==> src/sv/pst_pkg.sv <==
// ----------------------------------------------------------------------------
// pst_pkg
// Shared types, constants and the node id table of the packet sequence tracker.
// ----------------------------------------------------------------------------
package pst_pkg;

	// Defaults for the top-level parameters.
	localparam int DEF_PAGES    = 4;
	localparam int DEF_NODES    = 18;
	localparam int DEF_SEQ_BITS = 16;

	// Fixed field widths of the beats.
	localparam int SEQ_W      = 16;
	localparam int NODE_ID_W  = 8;
	localparam int NODE_IDX_W = 5;
	localparam int STATUS_W   = 2;
	localparam int PAGE_OUT_W = 2;

	// The seen bitmap is stored in rows of 256 bits.
	localparam int ROW_BITS  = 256;
	localparam int ROW_IDX_W = 8;

	// One statistics word holds first, last and maximum.
	localparam int STAT_W = 3 * SEQ_W;

	// Depth of the queue between front and back.
	localparam int Q_DEPTH = 2;
	localparam int Q_PTR_W = 1;
	localparam int Q_CNT_W = 2;

	// Known node ids, in match order.
	localparam int ID_COUNT = 18;
	localparam logic [NODE_ID_W-1:0] ID_TABLE [ID_COUNT] = '{
		8'd1, 8'd2, 8'd3, 8'd4, 8'd5, 8'd6, 8'd7, 8'd8, 8'd9, 8'd10, 8'd11, 8'd12,
		8'd17, 8'd18, 8'd243, 8'd244, 8'd241, 8'd242
	};

	typedef enum logic [STATUS_W-1:0] {
		STS_NEW     = 2'd0,
		STS_DUP     = 2'd1,
		STS_UNKNOWN = 2'd2,
		STS_CLEARED = 2'd3
	} status_t;

	typedef enum logic [1:0] {
		BK_CLEAR,
		BK_IDLE,
		BK_UPDATE
	} back_state_t;

	// A classified item as it travels from front to back.
	typedef struct packed {
		logic                  func;
		logic                  hit;
		logic [NODE_IDX_W-1:0] node;
		logic [SEQ_W-1:0]      seq;
	} cmd_t;

endpackage

==> src/sv/pst_front.sv <==
// ----------------------------------------------------------------------------
// pst_front
// Accepts input beats, looks up the node id and masks the sequence number.
// ----------------------------------------------------------------------------
module pst_front
	import pst_pkg::*;
#(
	parameter int NODES    = DEF_NODES,
	parameter int SEQ_BITS = DEF_SEQ_BITS
) (
	input  logic                 clk,
	input  logic                 arst_n,
	input  logic                 in_valid,
	output logic                 in_stall,
	input  logic                 func,
	input  logic [NODE_ID_W-1:0] node_id,
	input  logic [SEQ_W-1:0]     seq_num,
	output logic                 push,
	output cmd_t                 push_cmd,
	input  logic                 q_full
);

	logic valid_s1;
	cmd_t cmd_s1;
	cmd_t cmd_c;
	logic accept;

	// The first matching table entry below NODES gives the node index.
	always_comb begin
		cmd_c      = '0;
		cmd_c.func = func;
		cmd_c.seq  = SEQ_W'(seq_num[SEQ_BITS-1:0]);
		for (int i = 0; i < ID_COUNT; i++) begin
			if (i < NODES && ID_TABLE[i] == node_id && !cmd_c.hit) begin
				cmd_c.hit  = 1'b1;
				cmd_c.node = NODE_IDX_W'(i);
			end
		end
	end

	assign in_stall = valid_s1 && q_full;
	assign accept   = in_valid && !in_stall;
	assign push     = valid_s1 && !q_full;
	assign push_cmd = cmd_s1;

	always_ff @(posedge clk or negedge arst_n) begin
		if (!arst_n) begin
			valid_s1 <= 1'b0;
		end else if (accept) begin
			valid_s1 <= 1'b1;
		end else if (push) begin
			valid_s1 <= 1'b0;
		end
	end

	always_ff @(posedge clk) begin
		if (accept) begin
			cmd_s1 <= cmd_c;
		end
	end

endmodule

==> config.mk <==
export PLATFORM = sky130hd
export DESIGN_NAME = pst_front
export DESIGN_NICKNAME = d
export VERILOG_FILES = /design/src/sv/pst_pkg.sv /design/src/sv/pst_front.sv
export SDC_FILE = /design/constraint.sdc
export NUM_CORES = 1
export LEC_CHECK = 0
export BUFFER_PORTS_ARGS = -buffer_cell sky130_fd_sc_hd__buf_2
export CORE_ASPECT_RATIO = 2
export CORE_MARGIN = 5
export CORE_UTILIZATION = 39
export DETAILED_ROUTE_END_ITERATION = 8
export HOLD_SLACK_MARGIN = 0.02
export MAX_ROUTING_LAYER = met4
export PLACE_DENSITY = 0.69
export SKIP_CTS_REPAIR_TIMING = 1
export SYNTH_ARGS = -nofsm -noshare
export SYNTH_HDL_FRONTEND = slang
export SYNTH_SLANG_ARGS = --single-unit
==> constraint.sdc <==
create_clock -name clk -period 1.94 [get_ports clk]
set_input_delay 0.388 -clock clk [delete_from_list [all_inputs] [get_ports clk]]
set_output_delay 0.388 -clock clk [all_outputs]
set_load 0.03 [all_outputs]
# Word-level counts from Yosys, hierarchy flattened
# Cells that the tools add are included.
dict set report word_totals {
  inputBits 29
  elab_cells 84
  ff_bits 24
}
dict set report op_classes {
  reduce_logical 41
  n_mux 19
  n_eq_ne 18
}
# op count
set ops {}
lappend ops {{$mux W6} 17}
lappend ops {{$eq A4 B8 Y1 const A} 5}
lappend ops {{$eq A3 B8 Y1 const A} 4}
lappend ops {{$eq A8 B8 Y1 const A} 4}
lappend ops {{$logic_and A1 B1 Y1} 20}
lappend ops {{$logic_not A1 Y1} 19}
lappend ops {{$eq A2 B8 Y1 const A} 2}
lappend ops {{$eq A5 B8 Y1 const A} 2}
lappend ops {{$eq A1 B8 Y1 const A} 1}
lappend ops {{$mux W1} 2}
lappend ops {{$reduce_bool A2 Y1} 1}
lappend ops {{$reduce_or A2 Y1} 1}

# Logic depth before layout (Yosys ltp)
dict set report logic_depth {
  ltp_word 53
  ltp_mapped 5
  ltp_nobuf 4
}

# Worst setup path before layout
# OpenSTA, ideal clock, no wires.
dict set report synth_timing {
  path_type {input -> register}
  startpoint {input q_full}
  endpoint {register cmd_s1, in the netlist push_cmd[0], enable pin}
  path_stages 2
  arrival_ns 1.732
  setup_slack_ns -0.197
  path_cell_list {and2_1 > nor2b_1}
}
dict set report synth_via {
  elab_chain_cells 3
}
# item line
set synth_lines {}
lappend synth_lines {{start: declaration} pst_front.sv:20} ;# input logic q_full
lappend synth_lines {{$logic_and A1 B1 Y1} pst_front.sv:41} ;# assign in_stall = valid_s1 && q_full;
lappend synth_lines {{$logic_not A1 Y1} pst_front.sv:42} ;# assign accept = in_valid && !in_stall;
lappend synth_lines {{$logic_and A1 B1 Y1} pst_front.sv:42}
lappend synth_lines {{via accept} pst_front.sv:26} ;# logic accept;
lappend synth_lines {{end signal: assignment} pst_front.sv:58} ;# cmd_s1 <= cmd_c;
lappend synth_lines {{end: declaration} pst_front.sv:24} ;# cmd_t cmd_s1;
# The timed path passes the listed nets, and every way through them passes these cells.
# A chain may end at the register's enable or synchronous reset.

# Worst setup path after layout
dict set report layout_timing {
  startpoint {input node_id[4]}
  endpoint {register cmd_s1, in the netlist push_cmd[16], data pin}
}
dict set report layout_via {
  elab_chain_cells 52
}
# item line
set layout_lines {}
lappend layout_lines {{start: declaration} pst_front.sv:16} ;# input logic [NODE_ID_W-1:0] node_id,
lappend layout_lines {{$eq A1 B8 Y1} pst_front.sv:34} ;# if (i < NODES && ID_TABLE[i] == node_id && !cmd_c.hit) begin
lappend layout_lines {{$mux W6} pst_front.sv:34}
lappend layout_lines {{$logic_not A1 Y1} pst_front.sv:34}
lappend layout_lines {{$logic_and A1 B1 Y1} pst_front.sv:34}
lappend layout_lines {{$mux W6} pst_front.sv:34}
lappend layout_lines {{$logic_not A1 Y1} pst_front.sv:34}
lappend layout_lines {{$logic_and A1 B1 Y1} pst_front.sv:34}
lappend layout_lines {{$mux W6} pst_front.sv:34}
lappend layout_lines {{[... 36 more ...]} --}
lappend layout_lines {{$logic_not A1 Y1} pst_front.sv:34}
lappend layout_lines {{$logic_and A1 B1 Y1} pst_front.sv:34}
lappend layout_lines {{$mux W6} pst_front.sv:34}
lappend layout_lines {{$logic_not A1 Y1} pst_front.sv:34}
lappend layout_lines {{$logic_and A1 B1 Y1} pst_front.sv:34}
lappend layout_lines {{$mux W6} pst_front.sv:34}
lappend layout_lines {{$logic_not A1 Y1} pst_front.sv:34}
lappend layout_lines {{$logic_and A1 B1 Y1} pst_front.sv:34}
# Parallel ways exist; a longest one is shown, timed or not.

==> summary.md <==
| Metric | Value |
|---|---|
| Crit path DAT | `1.63 ns` |
| Post-synthesis simple-gate area fraction | `0.163` |
| EDFF count, synth | `23` |
| Post-Synthesis Cells | `79` |
| Final ANT Viol Nets | `0` |
| CTS tree | `built` |
| GRT busiest layer | `met2` |
| Post-synthesis mux area share | `0` |
| Worst VDD drop | `0.000393 V` |
| Wire length per cell | `14.2 um` |
| Via density | `5.36` |
| Diodes inserted | `0` |
| GR Util All Layers | `0.126` |
| Max Freq | `633 MHz` |
| Via count | `869` |
| Sink Count | `24` |
| Post-Syn Area | `1050 um2` |
| Clock Tree Root | `clkbuf_8` |
| First-pass GRT wire length | `3.65 mm` |
| Standard-cell rows | `26` |
| Residual DRC | `0` |
| Setup_tns | `0 ns` |
| CTS Buffer Depth | `2` |
| Hold Slack | `0.304 ns` |
| Die area | `3890 um2` |
| Commonest non-fill, non-tap cell in the layout | `buf_2` |
| Final hold vios | `0` |
| Mapped Avg Cell Area | `13.3 um2` |
| Final worst path period need | `1.58 ns` |
| Outcome | `complete, no violations` |
| Pwr Density | `767 nW/um2` |
| WS Path Type | `input pin to flip-flop` |
| M1 GR Usage | `0.139` |
| Clock Skew | `0.00211 ns` |
| Area delta synth->final | `33.6%` |
| Unique masters post-synth | `31` |
| Num CTS Buffers | `3` |
| PortBufs | `53` |
| Period Utilization, post-route | `0.814` |
| Main combinational cell family by area after synthesis | `simple AND/OR/NAND/NOR gates` |
| Syn_nets | `108` |
| Die height | `83.4 um` |
| Initial antenna violation count | `0` |
| Final HPWL from detailed placement | `1.89 mm` |
| Die width | `46.7 um` |
| Drt first-iter violations | `30` |
| CTS H-tree lvls | `1` |
| Worst Path Required | `1.99 ns` |
| Syn. warnings | `0` |
| First-pass DRT Iterations | `4` |
| Leak | `0.574 nW` |
| Grt ovf | `0` |
| Crit. End Element | `flip-flop` |
| Most frequent cells in the layout | `53 x buf_2, 23 x edfxtp_1, 7 x nor2_1` |
| # setup viols final | `0` |
| Measured slew at the worst slew-check pin | `0.488 ns` |
| Met3 GRT Util | `0.0260` |
| Post-Synth XOR/XNOR Area | `0.0167` |
| Fin util | `0.546` |
| Adder-Cell Fraction of Synth Area | `0` |
| Placer Congestion | `0.851` |
| Final Max Slew Viols | `0` |
| Critical-path maximum fanout | `6` |
| CP startpoint kind | `input pin` |
| Compound-Gate Fraction of Synth Area | `0.108` |
| Nets@finish | `164` |
| Hold WC Path Type | `input pin to flip-flop` |
| Clock Latency Late Sink | `0.25 ns` |
| Tot Pwr | `1.08 mW` |
| Yosys reg bits | `24` |
| Clock-pin transition on the worst setup and hold timing paths | `0.07 ns` |
| Async set-reset flop share out of synthesis | `0.0417` |
| # IOs | `54` |
| Final Non-Filler Cells | `162` |
| Initial Util | `0.408` |
| Fillcell total | `237` |
| Top FF cell, synth | `edfxtp_1` |
| GR Layer Usage met2 | `0.210` |
| Largest net degree at the start of global routing | `24` |
| Max transition margin | `0.672` |
| Routed Wire Length | `2.30 mm` |
| Share of cells above drive strength 1 | `0.478` |
| RSZ-0062 raised after global routing | `false` |
| Number of global-route vias before repair | `823` |
| Cells after DPL | `157` |
| Max Cap Viol | `0` |
| Post-synthesis sequential area ratio | `0.682` |
| Core area | `2570 um2` |
[worst paths after layout]
kind	start	end	slack [ns]	cells past startpoint
max in group asynchronous	arst_n	valid_s1$_DFFE_PN0P_	1.43	2
min	seq_num[7]	push_cmd[7]$_DFFE_PP_	0.30	1
min in group asynchronous	arst_n	valid_s1$_DFFE_PN0P_	0.43	2
min reg2reg	valid_s1$_DFFE_PN0P_	valid_s1$_DFFE_PN0P_	0.64	2
max reg2reg	valid_s1$_DFFE_PN0P_	push_cmd[5]$_DFFE_PP_	0.68	3
max	node_id[4]	push_cmd[16]$_SDFFCE_PP1P_	0.36	5
[state kept, by name (all words and copies together), names as in the netlist]
name,flops
push_cmd,23
valid_s1,1
[cells by family (layout without fill, tap and decap cells)]
kind of cell,Yosys count,in the layout
AOI/OAI and AO/OA,15,15
buffers and inverters,8,63
DFF,24,24
and+or+nand+nor,30,30
xor gates and xnor gates,2,2
[cells in the mapped netlist, types with 2 or more instances]
cell type / count / area [um2]
edfxtp_1: 23 / 691
nor2b_1: 2 / 12.5
xnor2_1: 2 / 17.5
a21oi_1: 3 / 15.0
o21ai_1: 2 / 10.0
nand2_1: 2 / 7.51
nor4_1: 6 / 37.5
o21ai_0: 2 / 10.0
inv_1: 3 / 11.3
nor2_1: 7 / 26.3
nand3_1: 2 / 10.0
clkbuf_1: 4 / 15.0
nor3_1: 3 / 15.0
[critical path, stage by stage]
cell and delay (ns):
buf_2 0.13, or4_1 0.62, o31ai_2 0.11, a21oi_2 0.09
a2111oi_2 0.30
[report_power, final]
part | leakage (nW) | internal [mW] | switching, mW | total [mW]
clock network | 0.0228 | 0.146 | 0.134 | 0.280
registers | 0.232 | 0.601 | 0.00535 | 0.606
logic | 0.319 | 0.0623 | 0.127 | 0.189
[stage by stage]
stage	cell area [um2]	setup slack (ns)
finish	1400	0.361
CTS	1390	0.353
floorplan	1050	0.230
detailed placement	1350	0.0864
global route	1400	0.247
global placement	1350	0.148
[layout make-up]
| type | instances | area (um2) | area share |
|---|---|---|---|
| multi-input combinational | 47 | 305 | 0.218 |
| sequential | 24 | 716 | 0.510 |
| inverter | 3 | 11.3 | 0.00803 |
| tap | 28 | 35.0 | 0.0250 |
| clock buffer | 4 | 45.0 | 0.0321 |
| timing repair buffer | 56 | 290 | 0.207 |
[per-layer routing]
| layer | routed length [um] | up-vias |
|---|---|---|
| met5 | 0 | - |
| met4 | 23 | 0 |
| met3 | 337 | 4 |
| met2 | 1150 | 54 |
| met1 | 792 | 396 |
| li1 | - | 415 |
No activity file was read; power rests on OpenSTA's default activity.
