### src/sv/pst_pkg.sv
// ----------------------------------------------------------------------------
// pst_pkg
// Shared types, constants and the node id table of the packet sequence tracker.
// ----------------------------------------------------------------------------
package pst_pkg;

	// Defaults for the top-level parameters.
	localparam int DEF_PAGES    = 4;
	localparam int DEF_NODES    = 18;
	localparam int DEF_SEQ_BITS = 16;

	// Fixed field widths of the beats.
	localparam int SEQ_W      = 16;
	localparam int NODE_ID_W  = 8;
	localparam int NODE_IDX_W = 5;
	localparam int STATUS_W   = 2;
	localparam int PAGE_OUT_W = 2;

	// The seen bitmap is stored in rows of 256 bits.
	localparam int ROW_BITS  = 256;
	localparam int ROW_IDX_W = 8;

	// One statistics word holds first, last and maximum.
	localparam int STAT_W = 3 * SEQ_W;

	// Depth of the queue between front and back.
	localparam int Q_DEPTH = 2;
	localparam int Q_PTR_W = 1;
	localparam int Q_CNT_W = 2;

	// Known node ids, in match order.
	localparam int ID_COUNT = 18;
	localparam logic [NODE_ID_W-1:0] ID_TABLE [ID_COUNT] = '{
		8'd1, 8'd2, 8'd3, 8'd4, 8'd5, 8'd6, 8'd7, 8'd8, 8'd9, 8'd10, 8'd11, 8'd12,
		8'd17, 8'd18, 8'd243, 8'd244, 8'd241, 8'd242
	};

	typedef enum logic [STATUS_W-1:0] {
		STS_NEW     = 2'd0,
		STS_DUP     = 2'd1,
		STS_UNKNOWN = 2'd2,
		STS_CLEARED = 2'd3
	} status_t;

	typedef enum logic [1:0] {
		BK_CLEAR,
		BK_IDLE,
		BK_UPDATE
	} back_state_t;

	// A classified item as it travels from front to back.
	typedef struct packed {
		logic                  func;
		logic                  hit;
		logic [NODE_IDX_W-1:0] node;
		logic [SEQ_W-1:0]      seq;
	} cmd_t;

endpackage

### src/sv/pst_queue.sv
// ----------------------------------------------------------------------------
// pst_queue
// Short queue of classified items between the front and the back.
// ----------------------------------------------------------------------------
module pst_queue
	import pst_pkg::*;
(
	input  logic clk,
	input  logic arst_n,
	input  logic push,
	input  cmd_t push_cmd,
	output logic full,
	input  logic pop,
	output cmd_t pop_cmd,
	output logic not_empty
);

	cmd_t               entry_q [Q_DEPTH];
	logic [Q_PTR_W-1:0] wr_ptr_q;
	logic [Q_PTR_W-1:0] rd_ptr_q;
	logic [Q_CNT_W-1:0] count_q;

	assign full      = (count_q == Q_CNT_W'(Q_DEPTH));
	assign not_empty = (count_q != '0);
	assign pop_cmd   = entry_q[rd_ptr_q];

	always_ff @(posedge clk or negedge arst_n) begin
		if (!arst_n) begin
			wr_ptr_q <= '0;
			rd_ptr_q <= '0;
			count_q  <= '0;
		end else begin
			if (push) begin
				wr_ptr_q <= wr_ptr_q + 1'b1;
			end
			if (pop) begin
				rd_ptr_q <= rd_ptr_q + 1'b1;
			end
			if (push && !pop) begin
				count_q <= count_q + 1'b1;
			end else if (pop && !push) begin
				count_q <= count_q - 1'b1;
			end
		end
	end

	always_ff @(posedge clk) begin
		if (push) begin
			entry_q[wr_ptr_q] <= push_cmd;
		end
	end

endmodule

### config.mk
export PLATFORM = sky130hd
export DESIGN_NAME = pst_queue
export DESIGN_NICKNAME = d
export VERILOG_FILES = /design/src/sv/pst_pkg.sv /design/src/sv/pst_queue.sv
export SDC_FILE = /design/constraint.sdc
export NUM_CORES = 1
export LEC_CHECK = 0
export BUFFER_PORTS_ARGS = -buffer_cell sky130_fd_sc_hd__buf_2
export CAP_MARGIN = 20
export CORE_UTILIZATION = 51
export CTS_BUF_LIST = sky130_fd_sc_hd__clkbuf_16
export CTS_CLUSTER_SIZE = 8
export DETAILED_ROUTE_END_ITERATION = 12
export PLACE_DENSITY = 0.78
export RECOVER_POWER = 50
export SLEW_MARGIN = 25
export SYNTH_ARGS = -nofsm -noshare
export SYNTH_HDL_FRONTEND = slang
export SYNTH_SLANG_ARGS = --single-unit
export TNS_END_PERCENT = 20
### constraint.sdc
create_clock -name clk -period 2.4 [get_ports clk]
set_clock_uncertainty 0.15 [all_clocks]
set_input_delay 0.48 -clock clk [delete_from_list [all_inputs] [get_ports clk]]
set_output_delay 0.48 -clock clk [all_outputs]
set_load 0.03 [all_outputs]
# [Yosys cells after proc, flatten, opt, wreduce, memory -nomap -nowiden]
# Memories as Yosys holds them, arrays and structs flattened.
# Cells that the tools add are included.
[totals] regBits=4 ramBits=46 output_inout_bits=25 elab_cells=19 mem_count=1
[memory_table] name="entry_q" words=2 width=23 rd=1 rd_ports_with_merged_regs=0 wr=1 line="pst_queue.sv:18" rtl="cmd_t entry_q [Q_DEPTH];"
[classes] addsub=4 eq_ne=1 mux=4 reduce_logical=6
[ops] operator="2-bit two-way mux" n=2
[ops] operator="2-bit nonzero test" n=2
[ops] operator="1-bit adder, second input constant" n=2
[ops] operator="2-bit by 1-bit adder with 2-bit output, second input constant" n=1
[ops] operator="2-bit equality test, second input constant" n=1
[ops] operator="1-bit logical AND" n=2
[ops] operator="1-bit logical NOT" n=2
[ops] operator="1-bit two-way mux" n=2
[ops] operator="2-bit by 1-bit subtractor with 2-bit output, second input constant" n=1

# [Longest topological paths before layout]
# Gate-level depths: netlist (run 1).
[logic_depth] word_depth=4 mapped_depth=5 mapped_depth_nobuf=5

# [Least setup slack after synthesis (run 1)]
# No wires, ideal clock.
[synth_timing] path_type="input-to-reg" start="input port push" end="memory entry_q[0][0] in the netlist's numbering (enable)" arrival_time_ns=1.543 path_slack_ns=0.301 cell_stages=1 n_path_buf=0 cell_sequence="nor2b_1"
[synth_via] elab_chain_cells=2
[synth_lines] element="start, declared" line="pst_queue.sv:10" rtl="input logic push,"
[synth_lines] element="1-bit two-way mux" line="pst_queue.sv:48" rtl="if (push) begin"
[synth_lines] element="1-bit two-way mux (implied by the code)" line="pst_queue.sv:49" rtl="entry_q[wr_ptr_q] <= push_cmd;"
[synth_lines] element="end, declared" line="pst_queue.sv:18"
# Every way passes these cells.

==> flow_summary.json, run 1 <==
{
  "status": "finished, final reports clean",
  "internal_power_mw": 2.02,
  "ys_seq_area_share_pct": 75.9,
  "area_growth_syn_to_layout_pct": 22.6,
  "gr-total-overflow": 0,
  "die_height_um": 63.9,
  "synth.top_cell.area_share_pct": 70.8,
  "antenna_left": 0,
  "met1_length_um": 1000,
  "grt_max_degree": 20,
  "yosys.area.top_type": "edfxtp_1",
  "synth_area_um2": 1950,
  "crit_chain": "clkbuf_1 > mux2_4 > buf_2",
  "core_um2": 3660,
  "critPathSlowestCell": "dfrtp_1",
  "fp.dieArea_um2": 4080,
  "fmaxAchievable_mhz": 465,
  "cp.required_ns": 1.77,
  "power_leakage_nw": 0.957,
  "synth_area_leaders": "edfxtp_1 (71%), mux2_4 (15%), dfrtp_1 (5.1%)",
  "io_buffers": 51,
  "startpoint_type": "flop",
  "cts-root-buf": "clkbuf_16",
  "yosysMostFrequentCell": "edfxtp_1",
  "async_flop_share_pct": 8.00,
  "gp_congestion": 0.610,
  "floorplan.die.width_um": 63.9,
  "cts_tree": "built",
  "ys_seq_elements": 50,
  "drc": 0,
  "maxCapViolCount": 0,
  "vias_per_cell": 4.83,
  "first_global_vias": 1016,
  "power_density_nw_per_um2": 1270,
  "n_antenna_cell": 0,
  "cts_buffer_depth": 2,
  "grt_pass1_wl_um": 4600,
  "crit_path_end_kind": "output port",
  "period_minus_slack_ns": 2.15,
  "synth_cells": 88,
  "seq_area_um2": 1480,
  "setup_tns_ns": 0,
  "synth_flop_cell": "edfxtp_1",
  "dr.pass1.iters": 4,
  "met2_length_um": 1500,
  "num_rows": 22,
  "slew_violations": 0,
  "start_util_pct": 53.3,
  "cp.arrival_ns": 1.52,
  "clk_pin_slew_worst_paths_ns": 0.06,
  "max-slew-margin-rel_pct": 65.5,
  "synth_warnings": 0,
  "wl_met3_um": 229,
  "rsz0062_at_grt": "no",
  "first_iter_violations": 22,
  "nFillCells": 268,
  "synth_edf_count": 46,
  "clk_latency_ns": 0.28,
  "period_share_pct": 89.6,
  "yosysUniqueCellTypes": 14,
  "fin_ws_ns": 0.250,
  "cts_buffers": 5,
  "antenna_found_initial": 0,
  "multi_input_area_um2": 415,
  "power.share.switching_pct": 33.3,
  "synthTopCellsByCount": "edfxtp_1 (46), mux2_4 (19), dfrtp_1 (4), mux2_2 (4), xor2_1 (4)",
  "ir_worst_vdd_mv": 0.686,
  "power_frac_comb_pct": 38.7,
  "path_class": "reg2out",
  "hpwl_um": 1970,
  "seqPwrFrac_pct": 40.8,
  "instances_no_fill": 196,
  "slowest_delay_ns": 0.39,
  "finish.net_count": 176,
  "setup_violations": 0,
  "hold_viol": 0,
  "io_pins": 52,
  "top_layer": "met4",
  "avgSynthCellArea_um2": 22.2,
  "place_inst": 188,
  "drt_wl_total_um": 2750,
  "drive_above_1_share_pct": 46.6,
  "htreeDepth": 2,
  "p_clk_share_pct": 20.5,
  "grtUsageTotal_pct": 16.1,
  "cts_sinks": 50,
  "synth_nets": 116,
  "post_cts_buffers": 0,
  "switchingPower_mw": 1.01,
  "pre_cts_ws_ns": 0.665,
  "vias": 947,
  "hold_class": "in2reg",
  "crit_fanout": 5,
  "wl_per_cell_um": 14.1,
  "worst_slew_pin_slew_ns": 0.517
}
==> power groups by stage <==
stage               Combinational, mW  Clock [mW]  Sequential, mW
floorplan                       0.972           0            1.23
global placement                 1.18           0            1.24
detailed placement               1.20           0            1.26
CTS                              1.20       0.640            1.24
global route                     1.24       0.671            1.25
finish                           1.17       0.620            1.24
==> worst paths after layout <==
kind	startpoint	endpoint	slack (ns)	depth (start not counted)
worst max-delay path	rd_ptr_q	pop_cmd[12]	0.25	3
worst max register to register	wr_ptr_q	entry_q[0][15]	0.89	2
max in group asynchronous	arst_n	count_q[0]	1.49	2
worst min register to register	wr_ptr_q	wr_ptr_q	0.34	1
min in group asynchronous	arst_n	wr_ptr_q	0.42	2
worst min-delay path	push_cmd[1]	entry_q[1][1]	0.24	1
==> timing repair <==
action	in CTS	in global routing
hold buffers	1	0
resized for setup	0	0
hold endpoints to repair	4	0
==> registers in the layout (all words and copies together) (netlist names) <==
register	count
count_q	2
entry_q	46
rd_ptr_q	1
wr_ptr_q	1
==> worst max-delay path, delay by kind of cell, from the launching register on <==
family	cells	cell delay, ns
buffers and inverters	2	0.52
flip-flops	1	0.39
multiplexers	1	0.34
==> area by class of cell <==
| type | instances | area share [%] |
|---|---|---|
| repair buffers | 56 | 12.5 |
| multi-input cells | 34 | 17.4 |
| clock inverters | 2 | 0.314 |
| clock buffers | 5 | 5.23 |
| flip-flops and latches | 50 | 61.9 |
| inverters | 1 | 0.157 |
| well taps | 48 | 2.51 |
==> cell usage in the layout, fill, tap and decap left out, drive strengths merged <==
cell type and n:
and2 1, buf 40, clkbuf 20, dfrtp 4, dlygate4sd3 1, edfxtp 46, ha 1, inv 3
mux2 23, nor2 1, nor2b 2, or2 1, xnor2 1, xor2 4
==> metal layers <==
| layer | track usage [%] | vias up |
|---|---|---|
| li1 | - | 452 |
| met1 | 16.3 | 452 |
| met2 | 28.9 | 39 |
| met3 | 6.96 | 4 |
| met4 | 5.97 | 0 |
| met5 | 0 | - |
==> logic make-up (layout without fill, tap and decap cells) <==
| logic type | after synthesis | in the layout | synth area share, % |
|---|---|---|---|
| flops | 50 | 50 | 75.9 |
| xor+xnor | 5 | 5 | 2.24 |
| buf+inv | 4 | 64 | 2.82 |
| fa+ha+maj | 1 | 1 | 0.641 |
| simple gates | 5 | 5 | 1.47 |
| mux | 23 | 23 | 16.9 |
==> metrics by stage <==
step           hold WS (ns)  utilization (%)  cell area, um2  power (mW)
6_report              0.240             65.3            2390        3.03
5_1_grt               0.233             65.3            2390        3.17
4_1_cts               0.232             66.0            2420        3.08
3_5_place_dp          0.142             62.1            2270        2.45
3_3_place_gp          0.136             62.1            2270        2.42
2_1_floorplan        0.0344                -            1950        2.20
(Power assumes the default switching activity.)
==> run 2, diff against run 1 <==
MAX_ROUTING_LAYER = met4   (was not set)
==> run 2 against run 1 <==
Against the previous run:
- critical path depth stayed put
- via count stayed put
- count of clock-buffer cells in the layout did not move
- critical endpoint unchanged
==> flow_summary.json, run 2 (synthesis gave the netlist of run 1 again) <==
{
  "cts_buffer_depth": 2,
  "vias": 947,
  "hold_class": "in2reg",
  "drive_above_1_share_pct": 46.6,
  "fp.dieArea_um2": 4080,
  "fin_ws_ns": 0.246,
  "fmaxAchievable_mhz": 464,
  "core_um2": 3660,
  "finalPower_mw": 3.03,
  "floorplan.die.width_um": 63.9,
  "pre_cts_ws_ns": 0.665,
  "slowest_delay_ns": 0.39,
  "grt_pass1_wl_um": 4600,
  "status": "finished, final reports clean",
  "r2r_slack_ns": 0.88,
  "cts_sinks": 50,
  "power_leakage_nw": 0.957,
  "first_iter_violations": 27,
  "hpwl_um": 1970,
  "cp.required_ns": 1.77,
  "final_cell_mix": "edfxtp_1 (46), buf_2 (37), mux2_4 (19)",
  "slew_violations": 0,
  "io_buffers": 51,
  "finish.net_count": 176,
  "crit_fanout": 5,
  "worst_slew_pin_slew_ns": 0.529,
  "maxCapViolCount": 0,
  "period_minus_slack_ns": 2.15,
  "drt_wl_total_um": 2750,
  "drc": 0,
  "grtUsageTotal_pct": 16.5,
  "area_growth_syn_to_layout_pct": 22.6,
  "place_inst": 188,
  "crit_path_end_kind": "output port",
  "hold_viol": 0,
  "grt_max_degree": 20,
  "instances_no_fill": 196,
  "die_height_um": 63.9,
  "regMostFlops": "entry_q",
  "gr-total-overflow": 0,
  "clk_pin_slew_worst_paths_ns": 0.06,
  "final_common_cell": "edfxtp_1",
  "power_density_nw_per_um2": 1270,
  "crit_family": "buffers and inverters",
  "htreeDepth": 2,
  "io_pins": 52,
  "wl_per_cell_um": 14.0,
  "rsz0062_at_grt": "no",
  "startpoint_type": "flop",
  "n_antenna_cell": 0,
  "largestRegisters": "entry_q: 46 flops, count_q: 2 flops",
  "antenna_found_initial": 0,
  "start_util_pct": 53.3,
  "cts_buffers": 5,
  "setup_tns_ns": 0,
  "setup_violations": 0,
  "cts_tree": "built",
  "cp.arrival_ns": 1.52,
  "path_class": "reg2out",
  "critPathSlowestCell": "dfrtp_1",
  "dr.pass1.iters": 4,
  "largest_reg_flops": 46,
  "hold_slack_ns": 0.240,
  "num_rows": 22,
  "cts-root-buf": "clkbuf_16",
  "ir_worst_vdd_mv": 0.684,
  "first_global_vias": 1018,
  "clk_latency_ns": 0.27,
  "vias_per_cell": 4.83,
  "crit_chain": "clkbuf_1 > mux2_4 > buf_2",
  "period_share_pct": 89.8,
  "ctsResizeCount": 0,
  "antenna_left": 0,
  "gp_congestion": 0.615,
  "path_buf_inv": 2,
  "max-slew-margin-rel_pct": 64.7
}
[run 2: cell counts in the layout (fill, tap and decap cells not counted)]
No cell type changed its count.
[run 2: worst reg2reg max path, stage by stage (launching register included)]
cell and delay (ns):
dfrtp_1 0.40, nor2b_1 0.44, buf_12 0.23
[run 2: per-stage QoR]
stage | area (um2) | utilization (%)
5_1_grt | 2390 | 65.3
2_1_floorplan | 1950 | -
4_1_cts | 2420 | 66.0
3_3_place_gp | 2270 | 62.1
3_5_place_dp | 2270 | 62.1
6_report | 2390 | 65.3
[run 2: area by class of cell]
| class | count | area (um2) |
|---|---|---|
| Timing Repair Buffer | 56 | 299 |
| Tap cell | 48 | 60.1 |
| Inverter | 1 | 3.75 |
| Clock inverter | 2 | 7.51 |
| Multi-Input combinational cell | 34 | 415 |
| Clock buffer | 5 | 125 |
| Fill cell | 268 | 1270 |
| Sequential cell | 50 | 1480 |
[run 2: timing repair]
action                                 in CTS  in global routing
buffers inserted                            0                  0
endpoints found under the hold margin       4                  0
setup endpoints to repair                   0                  0
hold buffers                                1                  0
[run 2: layer usage]
metal / global-route usage [%] / up-vias / wire, um
met5: - / - / 0
met4: 5.97 / 0 / 20
met3: 5.71 / 4 / 180
met2: 29.0 / 37 / 1490
met1: 17.1 / 452 / 1050
li1: - / 454 / -
[run 2: worst paths after layout]
kind,start,endpoint,cells after the start
hold reg to reg,wr_ptr_q,wr_ptr_q,1
max in group asynchronous,arst_n,count_q[0],2
min in group asynchronous,arst_n,wr_ptr_q,2
setup reg to reg,wr_ptr_q,entry_q[0][3],2
setup / recovery,rd_ptr_q,pop_cmd[12],3
hold / removal,push_cmd[1],entry_q[1][1],1
[run 2: power by group]
part / switching [mW] / internal [mW]
Sequential: 0.0717 / 1.17
Combinational: 0.688 / 0.486
Clock: 0.248 / 0.372
Total: 1.01 / 2.02
